File: src/rtl/core/lmpf_pkg.sv
// ----------------------------------------------------------------------------
// lmpf_pkg - shared types and constants of the 3x3 local maximum peak finder
// Register indexes, field widths, default sizes and the peak record type.
// ----------------------------------------------------------------------------
package lmpf_pkg;

  // default sizes handed to the top level parameters
  localparam int DEF_MAX_WIDTH   = 4096;
  localparam int DEF_MAX_HEIGHT  = 4096;
  localparam int DEF_SAMPLE_BITS = 32;

  // fixed port widths
  localparam int IN_W      = 32;
  localparam int COORD_W   = 12;
  localparam int CFG_W     = 13;
  localparam int CFG_IDX_W = 2;

  // frame size after reset, before clamping to the maximum
  localparam int RESET_LEN = 4096;

  // peak queue between front and back (power of two)
  localparam int QDEPTH   = 4;
  localparam int QPTR_W   = $clog2(QDEPTH);
  localparam int QCOUNT_W = $clog2(QDEPTH + 1);

  // configuration register indexes
  localparam logic [CFG_IDX_W-1:0] REG_ROW_LENGTH = 2'd0;
  localparam logic [CFG_IDX_W-1:0] REG_ROW_COUNT  = 2'd1;

  typedef struct packed {
    logic [COORD_W-1:0] x;
    logic [COORD_W-1:0] y;
  } peak_t;

  typedef struct packed {
    logic  valid;
    peak_t peak;
  } peak_push_t;

endpackage

File: src/rtl/core/lmpf_queue.sv
// ----------------------------------------------------------------------------
// lmpf_queue - short FIFO of peak records between front and back
// Lets the front keep streaming while the back waits on the result channel.
// ----------------------------------------------------------------------------
module lmpf_queue (
  input  logic                          clk,
  input  logic                          rst_n,
  input  lmpf_pkg::peak_push_t          push,
  input  logic                          pop,
  output lmpf_pkg::peak_t               head,
  output logic [lmpf_pkg::QCOUNT_W-1:0] count
);

  lmpf_pkg::peak_t                 mem_r [lmpf_pkg::QDEPTH];
  logic [lmpf_pkg::QPTR_W-1:0]     wr_ptr_r, rd_ptr_r;
  logic [lmpf_pkg::QCOUNT_W-1:0]   count_r, count_nxt;

  always_comb begin
    count_nxt = count_r;
    if (push.valid && !pop) count_nxt = count_r + lmpf_pkg::QCOUNT_W'(1);
    else if (!push.valid && pop) count_nxt = count_r - lmpf_pkg::QCOUNT_W'(1);
  end

  always_ff @(posedge clk) begin
    if (!rst_n) begin
      wr_ptr_r <= '0;
      rd_ptr_r <= '0;
      count_r  <= '0;
    end else begin
      if (push.valid) wr_ptr_r <= wr_ptr_r + lmpf_pkg::QPTR_W'(1);
      if (pop) rd_ptr_r <= rd_ptr_r + lmpf_pkg::QPTR_W'(1);
      count_r <= count_nxt;
    end
  end

  always_ff @(posedge clk) begin
    if (push.valid) mem_r[wr_ptr_r] <= push.peak;
  end

  assign head  = mem_r[rd_ptr_r];
  assign count = count_r;

  a_no_overflow: assert property (@(posedge clk) disable iff (!rst_n)
    push.valid && !pop |-> count_r < lmpf_pkg::QCOUNT_W'(lmpf_pkg::QDEPTH))
    else $error("peak queue overflow");

  a_no_underflow: assert property (@(posedge clk) disable iff (!rst_n)
    pop |-> count_r != '0)
    else $error("peak queue popped while empty");

endmodule

File: config.mk
export PLATFORM = sky130hd
export DESIGN_NAME = lmpf_queue
export DESIGN_NICKNAME = d
export VERILOG_FILES = /design/src/rtl/core/lmpf_pkg.sv /design/src/rtl/core/lmpf_queue.sv
export SDC_FILE = /design/constraint.sdc
export NUM_CORES = 1
export LEC_CHECK = 0
export BUFFER_PORTS_ARGS = -buffer_cell sky130_fd_sc_hd__buf_4
export CORE_MARGIN = 5
export CORE_UTILIZATION = 25
export CTS_CLUSTER_DIAMETER = 100
export DETAILED_ROUTE_END_ITERATION = 8
export PLACE_DENSITY = 0.41
export SYNTH_ARGS = -nofsm -noshare
export SYNTH_HDL_FRONTEND = slang
export SYNTH_SLANG_ARGS = --single-unit
File: constraint.sdc
create_clock -name clk -period 2.6 [get_ports clk]
set_input_delay 0.26 -clock clk [delete_from_list [all_inputs] [get_ports clk]]
set_output_delay 0.26 -clock clk [all_outputs]
set_load 0.05 [all_outputs]
# Word-level counts from Yosys, hierarchy flattened

Memories as Yosys holds them, arrays and structs flattened. A register that Yosys moved wholly into a read port is not among the register bits.
Cells that the tools add are included.

Bits in writable memories: 96
Bits of input ports: 28
Bits in registers: 7
Memories: 1
Word-level logic and storage cells: 19

Mux-type cells: 6
Reduce and logical (&&, ||, !) cells: 5
Add/sub/neg operators: 4

Memories:

| name  | depth | width | rd ports | clocked after memory_dff | wr ports | line             | text |
|---|---|---|---|---|---|---|---|
| mem_r | 4     | 24    | 1        | 1                        | 1        | lmpf_queue.sv:14 | `lmpf_pkg::peak_t mem_r [lmpf_pkg::QDEPTH];` |

Operators with widths:

| kind                  | count |
|---|---|
| $mux W3               | 2 |
| $add A2 B1 Y2 const B | 2 |
| $mux W2               | 2 |
| $add A3 B1 Y3 const B | 1 |
| $sub A3 B1 Y3 const B | 1 |
| $logic_and A1 B1 Y1   | 2 |
| $logic_not A1 Y1      | 2 |
| $mux W1               | 2 |
| $reduce_bool A2 Y1    | 1 |

# Logic depth before layout (Yosys ltp)

Depth after elaboration: 4
Mapped depth: 7

# Worst setup path after synthesis

OpenSTA, ideal clock, no wires.

Path type: register to register
Start point: register count_r (netlist bit count[0])
End point: register count_r (netlist bit count[2])
Cell stages (with the launch flop): 5
Period minus slack after synthesis: 1.632 ns
Slack: 0.968 ns
Arrival time: 1.556 ns
Library setup time: 0.076 ns
Path buffers: 0
Path through: dfxtp_1 fa_1 xor2_1 or3_1 a21boi_0

Word-level cells in the longest chain between the ends: 3
Elaborated cells between the ends (all ways): 4

Ends and longest elaborated chain:

| element                | line             | text |
|---|---|---|
| start, declared        | lmpf_queue.sv:16 | `logic [lmpf_pkg::QCOUNT_W-1:0] count_r, count_nxt;` |
| start signal, assigned | lmpf_queue.sv:32 | `count_r <= count_nxt;` |
| $sub A3 B1 Y3          | lmpf_queue.sv:21 | `else if (!push.valid && pop) count_nxt = count_r - lmpf_pkg::QCOUNT_W'(1);` |
| $mux W3                | lmpf_queue.sv:21 |  |
| $mux W3 (*)            | lmpf_queue.sv:20 | `if (push.valid && !pop) count_nxt = count_r + lmpf_pkg::QCOUNT_W'(1);` |

Every way passes the cells marked *; elsewhere a longest branch is shown, timed or not. The select of a mux whose other input is x is not followed.
A chain may end at the register's enable or synchronous reset.

==> results_dict.tcl <==
set metrics [dict create \
    floorplan.io_pins 55 \
    p_leak_nw 1.64 \
    drive_above_1_share 0.406 \
    area_delta_synth_final_pct 22.9 \
    cap_violations 0 \
    hold_violations 0 \
    wirelength_um 7600 \
    cts.path.max_buffers 2 \
    layout.core_utilization 0.316 \
    master_of_the_slowest_instance_on_the_critical_path "sky130_fd_sc_hd__mux4_1" \
    pwr-share-clk 0.316 \
    postLayoutCellArea_um2 4840 \
    finalSetupTns_ps 0 \
    dr.first_iter.drc_count 89 \
    postCtsHoldBufs 0 \
    floorplan.initialDensity 0.257 \
    grt_pass1_vias 1948 \
    detail_route.wl_per_cell_um 17.1 \
    cts_tree "yes" \
    placed_cell_area_um2 4580 \
    regToRegStartpoint "wr_ptr_r[0]" \
    synth_top_flop_cell "sky130_fd_sc_hd__edfxtp_1" \
    netSwitchingPower_w 0.000995 \
    design.final.nets 263 \
    dp_hpwl_um 4620 \
    p_seq_frac 0.521 \
    period_minus_slack_ps 2070 \
    cts.sinks 105 \
    asyncSetResetFlopFracSynth 0 \
    total_number_of_h_tree_levels 3 \
    syn_area_per_cell_um2 23.6 \
    worstPathRequired_ps 2340 \
    timing.critical_path.arrival_ps 1810 \
    grt_pass1_wl_um 11800 \
    cts.repair.resized 0 \
    power_frac_comb 0.163 \
    route.detailed.drc 0 \
    report.final.slew_viol_count 0 \
    fp.dieArea_um2 18400 \
    finalSetupViolCount 0 \
    grt_setup_unrepaired "no" \
    antenna_found_initial 0 \
    cts_made_buffers 9 \
    placeableCoreArea_um2 15300 \
    number_of_rows_created_at_floorplan 45 \
    n_antenna_cell 0 \
    cell_internal_power_w 0.00280 \
    ys_ff_latch 105 \
    worst_skew_pair.late_latency_ps 350 \
    yosysUniqueCellTypes 20 \
    die-width_um 135 \
    switching_share 0.262 \
    routed_via_density 4.01 \
    synth-seq-area-share 0.778 \
    ant_nets 0 \
    buffer_ports.inserted 54 \
    fillers 1525 \
    fmax_mhz 483 \
    timing.max_slew.rel_slack 0.517 \
    grt_remaining_overflow 0 \
    postCtsSetupRepairBufs 0 \
    route.vias.total 1783 \
    timing.critical_path.cells "buf_12 > mux4_1 > buf_4" \
    timing.critical_path.from_type "flop" \
    synth_cells 167 \
    crit_path_end_kind "output pin" \
    max_stage_delay_ps 610 \
    root_buffer "sky130_fd_sc_hd__clkbuf_16" \
    synth-edff-count 96 \
    drt_pre_antenna_iters 4 \
    cp_max_fanout 21 \
    holdCritPathClass "input pin to flop" \
    path_class "flop to output pin" \
    worst_slew_pin_slew_ps 725 \
    syn-num-nets 201 \
    cpLargestDelayFamily "multiplexers" \
    mappedNetlistArea_um2 3940 \
    clkSlewWorstSetupHoldPaths_ps 60 \
    grt_start_max_net_pins 25 \
    min_from "push[14]" \
    result_of_the_run "finished, final reports clean" \
    cellPowerDensity_nw_per_um2 785 \
    power.ir.vdd_worst_mv 0.264 \
    final.period_utilization 0.797 \
    ys.warnings.count 0 \
    routability_driven_placement_congestion_ratio 0.622 \
    finClkSkew_ps 5.31 \
    groute.usage.overall 0.0899 \
    buffering_stage_count_on_the_worst_path_with_inverters_included 2 \
    floorplan.die.height_um 135 \
]
synthesized netlist by cell type (2+ instances only):
master                     count  area share
sky130_fd_sc_hd__buf_12        2       0.010
sky130_fd_sc_hd__nor2b_1       2      0.0032
sky130_fd_sc_hd__xor2_1        3      0.0067
sky130_fd_sc_hd__mux2i_1       2      0.0051
sky130_fd_sc_hd__xnor2_1       2      0.0045
sky130_fd_sc_hd__inv_1         4      0.0038
sky130_fd_sc_hd__dfxtp_1       9       0.046
sky130_fd_sc_hd__ha_1          5       0.016
sky130_fd_sc_hd__buf_2         2      0.0025
sky130_fd_sc_hd__and2_1        9       0.014
sky130_fd_sc_hd__edfxtp_1     96        0.73
sky130_fd_sc_hd__mux4_2       20        0.11
sky130_fd_sc_hd__mux4_1        4       0.027
logic make-up (layout without fill, tap and decap cells):
family                     Yosys count  count (layout)  synth area share
and+or+nand+nor                     13              13            0.0200
AOI/OAI and AO/OA                    2               2           0.00318
buffers and inverters               10              77            0.0203
muxes                               26              26             0.146
DFF                                105             105             0.778
xor gates and xnor gates             5               5            0.0111
adders and majority gates            6               6            0.0210
state kept, by name, indices dropped and copies added, names as in the netlist, named ones only:
| register | count |
|---|---|
| count | 3 |
| mem_r | 96 |
| rd_ptr_r | 2 |
| wr_ptr_r | 2 |
power groups by stage:
stage	Clock, W	Combinational (W)	Sequential [W]
after floorplan	0	0.000419	0.00202
after global routing	0.00132	0.000663	0.00199
final	0.00120	0.000621	0.00198
after CTS	0.00126	0.000640	0.00198
after detailed placement	0	0.000639	0.00202
after global placement	0	0.000635	0.00202
per-stage QoR:
stage                     hold slack, ps  total power, W  worst slack, ps  std cells
final                                109         0.00380              528        445
after global routing                85.9         0.00397              421        445
after CTS                           90.3         0.00388              468        445
after detailed placement             467         0.00266              859        429
after global placement               466         0.00265              846        429
after floorplan                      359         0.00244              968        167
worst register-to-register path, stage by stage, from the launching register on:
cell	delay (ps)
sky130_fd_sc_hd__dfxtp_1	350
sky130_fd_sc_hd__inv_1	90
sky130_fd_sc_hd__ha_1	140
sky130_fd_sc_hd__and2_2	440
sky130_fd_sc_hd__buf_4	290
per-layer routing:
layer  wire, µm  track usage  vias to the layer above
li1           -            -                      806
met1       3580        0.117                      923
met2       3440        0.130                       41
met3        389       0.0338                       13
met4        189       0.0487                        0
met5          0            0                        -
final cells by class:
class,count,area [µm²],area share
Sequential cell,105,3070,0.634
Multi-Input combinational cell,52,798,0.165
Timing Repair Buffer,57,440,0.0910
Tap cell,211,264,0.0546
Clock buffer,11,233,0.0481
Clock inverter,5,22.5,0.00465
Inverter,4,15.0,0.00310
final timing paths:
path / to / slack [ps] / depth (start not counted)
hold reg to reg: count[2] / 500 / 2
hold / removal: mem_r[0][14] / 110 / 1
setup reg to reg: mem_r[0][20] / 1000 / 4
setup / recovery: head[15] / 530 / 3
placed cells by master, fill, tap and decap left out, types with 3 or more instances in the layout:
| master | n |
|---|---|
| sky130_fd_sc_hd__mux4_1 | 4 |
| sky130_fd_sc_hd__ha_1 | 5 |
| sky130_fd_sc_hd__clkbuf_16 | 9 |
| sky130_fd_sc_hd__and2_1 | 5 |
| sky130_fd_sc_hd__edfxtp_1 | 96 |
| sky130_fd_sc_hd__mux4_2 | 20 |
| sky130_fd_sc_hd__dfxtp_1 | 7 |
| sky130_fd_sc_hd__buf_4 | 56 |
| sky130_fd_sc_hd__clkinv_2 | 3 |
| sky130_fd_sc_hd__xor2_1 | 3 |
| sky130_fd_sc_hd__and2_2 | 4 |
| sky130_fd_sc_hd__inv_1 | 4 |
No activity file was read; power rests on OpenSTA's default activity.
