## src/rtl/core/lmpf_pkg.sv

```systemverilog
// ----------------------------------------------------------------------------
// lmpf_pkg - shared types and constants of the 3x3 local maximum peak finder
// Register indexes, field widths, default sizes and the peak record type.
// ----------------------------------------------------------------------------
package lmpf_pkg;

  // default sizes handed to the top level parameters
  localparam int DEF_MAX_WIDTH   = 4096;
  localparam int DEF_MAX_HEIGHT  = 4096;
  localparam int DEF_SAMPLE_BITS = 32;

  // fixed port widths
  localparam int IN_W      = 32;
  localparam int COORD_W   = 12;
  localparam int CFG_W     = 13;
  localparam int CFG_IDX_W = 2;

  // frame size after reset, before clamping to the maximum
  localparam int RESET_LEN = 4096;

  // peak queue between front and back (power of two)
  localparam int QDEPTH   = 4;
  localparam int QPTR_W   = $clog2(QDEPTH);
  localparam int QCOUNT_W = $clog2(QDEPTH + 1);

  // configuration register indexes
  localparam logic [CFG_IDX_W-1:0] REG_ROW_LENGTH = 2'd0;
  localparam logic [CFG_IDX_W-1:0] REG_ROW_COUNT  = 2'd1;

  typedef struct packed {
    logic [COORD_W-1:0] x;
    logic [COORD_W-1:0] y;
  } peak_t;

  typedef struct packed {
    logic  valid;
    peak_t peak;
  } peak_push_t;

endpackage

```

## src/rtl/core/lmpf_back.sv

```systemverilog
// ----------------------------------------------------------------------------
// lmpf_back - result channel output register
// Takes the queue head whenever the output register is free or being drained.
// ----------------------------------------------------------------------------
module lmpf_back (
  input  logic                          clk,
  input  logic                          rst_n,
  input  lmpf_pkg::peak_t               head,
  input  logic [lmpf_pkg::QCOUNT_W-1:0] count,
  output logic                          pop,
  output logic                          out_valid,
  input  logic                          out_ready,
  output logic [lmpf_pkg::COORD_W-1:0]  out_peak_x,
  output logic [lmpf_pkg::COORD_W-1:0]  out_peak_y
);

  logic            out_valid_r;
  lmpf_pkg::peak_t out_data_r;
  logic            load;

  assign load = !out_valid_r || out_ready;
  assign pop  = load && (count != '0);

  always_ff @(posedge clk) begin
    if (!rst_n) out_valid_r <= 1'b0;
    else if (load) out_valid_r <= (count != '0);
  end

  always_ff @(posedge clk) begin
    if (pop) out_data_r <= head;
  end

  assign out_valid  = out_valid_r;
  assign out_peak_x = out_data_r.x;
  assign out_peak_y = out_data_r.y;

endmodule

```

## config.mk

```make
export PLATFORM = sky130hd
export DESIGN_NAME = lmpf_back
export DESIGN_NICKNAME = d
export VERILOG_FILES = /design/src/rtl/core/lmpf_pkg.sv /design/src/rtl/core/lmpf_back.sv
export SDC_FILE = /design/constraint.sdc
export NUM_CORES = 1
export LEC_CHECK = 0
export BUFFER_PORTS_ARGS = -buffer_cell sky130_fd_sc_hd__buf_4
export CAP_MARGIN = 20
export CORE_UTILIZATION = 38
export CTS_CLUSTER_DIAMETER = 30
export CTS_CLUSTER_SIZE = 28
export DETAILED_ROUTE_END_ITERATION = 8
export HOLD_SLACK_MARGIN = 0.05
export PLACE_DENSITY = 0.76
export SKIP_CTS_REPAIR_TIMING = 1
export SLEW_MARGIN = 15
export SYNTH_ARGS = -nofsm -noshare
export SYNTH_HDL_FRONTEND = slang
export SYNTH_SLANG_ARGS = --single-unit
```

## constraint.sdc

```tcl
create_clock -name clk -period 2.25 [get_ports clk]
set_input_delay 0.225 -clock clk [delete_from_list [all_inputs] [get_ports clk]]
set_output_delay 0.225 -clock clk [all_outputs]
set_load 0.01 [all_outputs]
```

# ---- Word-level counts from Yosys, hierarchy flattened
# Cells that the tools add are included.
dict set report totals {
  regBits 25
  output_inout_bits 26
}
dict set report op_classes {
  n_reduce_logical 4
}
# operator n
set ops {}
lappend ops {{$reduce_bool 3->1} 1}
lappend ops {{$logic_and 1x1->1} 1}
lappend ops {{$logic_not 1->1} 1}
lappend ops {{$logic_or 1x1->1} 1}

# ---- Depth between registers and ports, before layout
# Gate-level depths: netlist of run 1.
dict set report depth {
  depth_word 3
  mapped_depth 2
}

# ---- Least setup slack after synthesis of run 1
# OpenSTA, ideal clock, no wires.
dict set report synth_timing {
  path_kind {reg-to-reg}
  startpoint {reg out_valid_r (netlist: out_valid)}
  endpoint {reg out_data_r, in the netlist out_peak_x[0], enable pin}
  n_path_buf 0
  slack_ns 0.163
  path_stages_with_launch 3
  setup_time_ns 0.414
  arrival_ns 1.673
  path_cell_list {dfxtp_1 -> nand2b_4 -> nor2b_1}
}
dict set report synth_via {
  elab_chain_cells 3
}
# element line
set synth_lines {}
lappend synth_lines {{start: declaration} lmpf_back.sv:17} ;# logic out_valid_r;
lappend synth_lines {{start signal: assignment} lmpf_back.sv:26} ;# else if (load) out_valid_r <= (count != '0);
lappend synth_lines {{$logic_not 1->1} lmpf_back.sv:21} ;# assign load = !out_valid_r || out_ready;
lappend synth_lines {{$logic_or 1x1->1} lmpf_back.sv:21}
lappend synth_lines {{$logic_and 1x1->1} lmpf_back.sv:22} ;# assign pop = load && (count != '0);
lappend synth_lines {{net pop} lmpf_back.sv:10} ;# output logic pop,
lappend synth_lines {{end signal: assignment} lmpf_back.sv:30} ;# if (pop) out_data_r <= head;
lappend synth_lines {{end: declaration} lmpf_back.sv:18} ;# lmpf_pkg::peak_t out_data_r;
# The timed path passes the listed nets, and every way through them passes these cells.
# A chain may end at the register's enable or synchronous reset.

# ---- Worst setup path in the final report of run 1
dict set report layout_timing {
  startpoint {reg out_valid_r (netlist: out_valid)}
  endpoint {out pop}
}
dict set report layout_via {
  elab_chain_cells 3
}
# element line
set layout_lines {}
lappend layout_lines {{$logic_not 1->1} lmpf_back.sv:21}
lappend layout_lines {{$logic_or 1x1->1} lmpf_back.sv:21}
lappend layout_lines {{$logic_and 1x1->1} lmpf_back.sv:22}
lappend layout_lines {{end: declaration} lmpf_back.sv:10}
# No other way between the ends.

==> qor.yml, run 1 <==
place:
  gp_congestion: 0.672
  dpl_worst_slack_ns: 0.964
  dp.cells: 112
  port_buffers: 55
final_layout:
  fin_nets: 120
  drive_gt1_share_pct: 69.7
  final_common_cell: "buf_4"
  n_antenna_cell: 0
  area_delta_synth_final_pct: 62.1
  final_cells: 116
  fillCellCount: 151
  final_cell_mix: "buf_4 (56), edfxtp_1 (24), clkbuf_4 (3)"
power:
  switching_share_pct: 20.3
  comb_power_share_pct: 14.8
  p_per_area_nw_per_um2: 694
  leakagePower_uw: 0.000551
  total_power_uw: 875
  p_int_uw: 697
  vdd_drop_max_mv: 0.431
  seqPwrFrac_pct: 64.1
  p_sw_uw: 178
  pwr-share-clk_pct: 21.1
critical_path:
  start_kind: "register"
  reg2reg_slack_ns: 1.08
  cp_common_cell: "buf_4"
  cp_data_required_time_ns: 2.03
  cpPeakStageDelay_ns: 0.36
  r2r_cells: 3
  r2r_start: "out_valid$_SDFFE_PN0P_"
  crit_slowest_cell: "dfxtp_1"
  crit_fanout: 25
  crit_type: "reg2out"
  r2r_end: "out_peak_y[3]$_DFFE_PP_"
  worst_ep_arrival_time_ns: 1.34
  cp-end-kind: "output port"
  crit_path_cell_trace: "nand2b_4 > nor2b_2 > buf_4 > buf_4"
yosys:
  synth_nets: 59
  syn_area_per_cell_um2: 26.8
  ys_seq_elements: 25
  syn_inst: 29
  ys_seq_area_share_pct: 95.2
  netlist_area_um2: 778
  synth_cell_types: 6
  synth_warnings: 0
route:
  wl_per_cell_um: 12.5
  vias: 490
  first_pass_iters: 4
  antenna_left: 0
  drt_iter0_markers: 13
  vias_per_cell: 4.22
  drt_wl_total_mm: 1.45
  drc: 0
floorplanning:
  start_util_pct: 40.1
  die_h_um: 47.3
  fp.dieArea_um2: 2230
  die_width_um: 47.3
  core_area_um2: 1940
  core.rowCount: 16
  io_pins: 56
run_status:
  status: "finished, final reports clean"
global_route:
  grt_max_degree: 26
  antenna_found_initial: 0
  grt_usage_pct: 12.7
  gr-total-overflow: 0
  grt_pass1_vias: 406
  grt_pass1_wl_mm: 1.84
clock_network:
  cts_max_level: 1
  cts_root_buffer: "clkbuf_4"
  insertion_delay_ns: 0.30
  cts_sinks: 25
  numCtsBuffers: 3
  cts_tree: "yes"
  cts_buffer_depth: 2
  path_clk_slew_ns: 0.12
min_path:
  whs_endpoint: "out_peak_y[2]$_DFFE_PP_"
  worstHoldStart: "head[2]"
  hp-class: "in2reg"
  min_path_cells: 1
timing:
  final.setup.worst_slack_ns: 0.684
  fin_crit_sh_pct: 69.6
  slew_headroom_pct: 80.2
  fin_setup_tns_ns: 0
  grt_setup_unrepaired: "no"
  fin_skew_ns: 0.00104
  fmax_mhz: 638
  finalHoldViolations: 0
  worstMarginPinSlew_ns: 0.297
  fin_crit_ns: 1.57
  setup_violations: 0
  slew_violations: 0
job:
  maxCapViolCount: 0
## final cells by class
| type | instances | area, µm² | area share, % |
|---|---|---|---|
| flip-flops and latches | 25 | 741 | 58.7 |
| repair buffers | 56 | 420 | 33.3 |
| multi-input cells | 4 | 40.0 | 3.17 |
| well taps | 27 | 33.8 | 2.68 |
| clock buffers | 4 | 26.3 | 2.08 |
## worst max-delay path by stage
stage,depth (start not counted),slack (ns),end,from
6_report,4,0.68,pop,out_valid$_SDFFE_PN0P_
3_3_place_gp,5,1.02,pop,count[2]
5_1_grt,4,0.58,pop,out_valid$_SDFFE_PN0P_
2_1_floorplan,2,0.16,out_peak_x[0]$_DFFE_PP_,out_valid$_SDFFE_PN0P_
4_1_cts,4,0.65,pop,out_valid$_SDFFE_PN0P_
3_5_place_dp,5,0.96,pop,count[2]
## worst max-delay path: cells and delay by family, from the launching register on
kind	cells	cell delay [ns]
buffers and inverters	2	0.48
flip-flops	1	0.36
AND/OR/NAND/NOR	2	0.20
## power groups by stage
| stage | logic (µW) | clock network [µW] | registers [µW] |
|---|---|---|---|
| floorplan | 14.0 | 0 | 592 |
| global placement | 128 | 0 | 572 |
| detailed placement | 131 | 0 | 572 |
| finish | 129 | 185 | 561 |
| global route | 138 | 216 | 565 |
| CTS | 131 | 192 | 562 |
## through the flow
step / hold slack (ns) / cell area [µm²] / util [%]
final: 0.0905 / 1260 / 64.9
after global routing: 0.0596 / 1260 / 64.9
after CTS: 0.0789 / 1260 / 64.9
after detailed placement: 0.404 / 1230 / 63.6
after global placement: 0.403 / 1230 / 63.6
after floorplan: 0.324 / 778 / -
## flip-flops by register name (all words and copies together), names as in the netlist
register,count
out_valid,1
out_peak_x,12
out_peak_y,12
## per-layer routing
| metal | track usage (%) | vias to the layer above | wire length [µm] |
|---|---|---|---|
| met5 | 0 | - | 0 |
| li1 | - | 232 | - |
| met2 | 17.0 | 27 | 806 |
| met4 | 5.14 | 0 | 0 |
| met1 | 20.2 | 231 | 549 |
| met3 | 2.31 | 0 | 90 |
## Yosys cell counts
master    instances  area [µm²]
nor2b_1           1        6.26
edfxtp_1         24         721
nor3_2            1        10.0
nand2b_4          1        13.8
dfxtp_1           1        20.0
a21boi_1          1        7.51
## kinds of logic after synthesis
family	after synthesis	synth area share, %
DFF	25	95.2
AOI/OAI and AO/OA	1	0.965
and+or+nand+nor	3	3.86
No activity file was read; power rests on OpenSTA's default activity.
==> run 2, diff against run 1 <==
==> constraint.sdc (replaced) <==
create_clock -name clk -period 1.5 [get_ports clk]
set_input_delay 0.15 -clock clk [delete_from_list [all_inputs] [get_ports clk]]
set_output_delay 0.15 -clock clk [all_outputs]
set_load 0.01 [all_outputs]
==> run 2 against run 1 <==
Against the previous run:
- critical path type unchanged
- non-clock buffer count increased by 24
- worst hold slack better by 0.020 ns
- final area rose by 21%
- setup slack got worse by 0.52 ns
- register-to-register slack worse by 0.61 ns
- utilization increased by 13 points
- global-route usage is 1.2 points lower
- power increased by 56%
- first-iteration DRC count down 54%
==> qor.yml, run 2 (same netlist as run 1, synthesis figures left out) <==
global_route:
  grt_usage_pct: 11.5  # -1.2 points
  grt_pass1_wl_mm: 1.66  # -9.4%
  gr-total-overflow: 0  # unchanged
  grt_pass1_vias: 399  # -1.7%
  grt_max_degree: 26  # unchanged
  antenna_found_initial: 0  # unchanged
clock_network:
  cts_root_buffer: "clkbuf_4"
  cts_buffer_depth: 2  # unchanged
  cts_tree: "yes"
  path_clk_slew_ns: 0.11  # about the same
  numCtsBuffers: 3  # unchanged
  cts_max_level: 1  # unchanged
  cts_sinks: 25  # unchanged
  insertion_delay_ns: 0.30  # about the same
critical_path:
  r2r_start: "out_valid$_SDFFE_PN0P_"
  start_kind: "register"
  cp-end-kind: "output port"
  reg2reg_slack_ns: 0.47  # -0.61 ns
  crit_fanout: 25  # unchanged
  crit_type: "reg2out"
  r2r_end: "out_peak_x[10]$_DFFE_PP_"
  r2r_cells: 3  # unchanged
  cp_data_required_time_ns: 1.35  # -0.68 ns
  worst_ep_arrival_time_ns: 1.19  # -0.15 ns
route:
  vias: 592  # +21%
  drc: 0  # unchanged
  drt_wl_total_mm: 1.67  # +15%
  wl_per_cell_um: 11.9  # -4.4%
  drt_iter0_markers: 6  # -7
  first_pass_iters: 4  # unchanged
  antenna_left: 0  # unchanged
  vias_per_cell: 4.23  # +0.10%
min_path:
  hp-class: "in2reg"
  worstHoldStart: "rst_n"
  min_path_cells: 2  # +1
  whs_endpoint: "out_valid$_SDFFE_PN0P_"
final_layout:
  area_delta_synth_final_pct: 95.3
  final_cell_mix: "buf_4 (55), dlygate4sd3_1 (24), edfxtp_1 (24)"
  fin_nets: 144  # +20%
  final_util_pct: 78.3  # +13 points
  fillCellCount: 107  # -29%
  n_antenna_cell: 0  # unchanged
  drive_gt1_share_pct: 55.8  # -14 points
  final_common_cell: "buf_4"
timing:
  worstMarginPinSlew_ns: 0.268  # -0.0286 ns
  slew_violations: 0  # unchanged
  hold_slack_ns: 0.111  # +0.0204 ns
  grt_setup_unrepaired: "no"
  finalHoldViolations: 0  # unchanged
  fin_skew_ns: 0.00688  # +0.00584 ns
  fin_crit_sh_pct: 89.1
  fin_crit_ns: 1.34
  fin_setup_tns_ns: 0  # unchanged
  fmax_mhz: 748
  slew_headroom_pct: 82.0  # +1.8 points
  setup_violations: 0  # unchanged
power:
  leakagePower_uw: 0.000666  # +21%
  vdd_drop_max_mv: 0.644  # +49%
  p_per_area_nw_per_um2: 897  # +29%
floorplanning:
  die_width_um: 47.3  # unchanged
  io_pins: 56  # unchanged
  start_util_pct: 40.1  # unchanged
  fp.dieArea_um2: 2230  # unchanged
  die_h_um: 47.3  # unchanged
  core.rowCount: 16  # unchanged
  core_area_um2: 1940  # unchanged
job:
  maxCapViolCount: 0  # unchanged
place:
  port_buffers: 55  # unchanged
  dpl.hpwl_mm: 1.00
  gp_congestion: 0.596  # -11%
run_status:
  status: "finished, final reports clean"
## run 2: changes by cell type in the layout (fill, tap and decap cells not counted), sizes merged
cell         before  now
clkbuf            4    3
clkinv            0    1
dlygate4sd3       0   24
## run 2: routing by layer
metal / global-route usage (%) / vias up / wire [µm]
li1: - / 283 / -
met1: 11.3 / 268 / 531
met2: 20.8 / 41 / 960
met3: 5.77 / 0 / 177
met4: 3.43 / 0 / 0
met5: 0 / - / 0
## run 2: stage by stage
stage | std cells | total power [µW] | area, µm² | worst slack, ns
after global routing | 140 | 1430 | 1520 | 0.0877
after global placement | 112 | 1060 | 1250 | 0.448
after detailed placement | 112 | 1060 | 1250 | 0.432
after CTS | 116 | 1330 | 1280 | 0.138
after floorplan | 29 | 911 | 786 | 0.217
final | 140 | 1360 | 1520 | 0.164
## run 2: layout make-up
| type | count | area (µm²) | area share, % |
|---|---|---|---|
| Sequential cell | 25 | 741 | 48.7 |
| Timing Repair Buffer | 80 | 673 | 44.3 |
| Multi-Input combinational cell | 4 | 45.0 | 2.96 |
| Clock buffer | 3 | 22.5 | 1.48 |
| Clock inverter | 1 | 5.00 | 0.329 |
| Tap cell | 27 | 33.8 | 2.22 |
## run 2: critical path, stage by stage (launching register included)
cell	delay, ns
dfxtp_1	0.39
nand2b_4	0.06
nor2b_4	0.13
buf_12	0.17
buf_4	0.15
## run 2: power by group
| group | switching (µW) | total, µW | internal, µW |
|---|---|---|---|
| Combinational | 89.4 | 253 | 163 |
| Sequential | 15.7 | 842 | 826 |
| Clock | 170 | 269 | 99.2 |
| Total | 275 | 1360 | 1090 |
## run 2: worst max-delay path by stage
stage / startpoint / to / slack [ns] / depth (start not counted)
finish: out_valid$_SDFFE_PN0P_ / pop / 0.16 / 4
global route: out_valid$_SDFFE_PN0P_ / pop / 0.09 / 4
CTS: out_valid$_SDFFE_PN0P_ / pop / 0.14 / 4
detailed placement: count[2] / pop / 0.43 / 5
global placement: count[2] / pop / 0.45 / 5
floorplan: out_valid$_SDFFE_PN0P_ / out_peak_x[0]$_DFFE_PP_ / 0.22 / 2
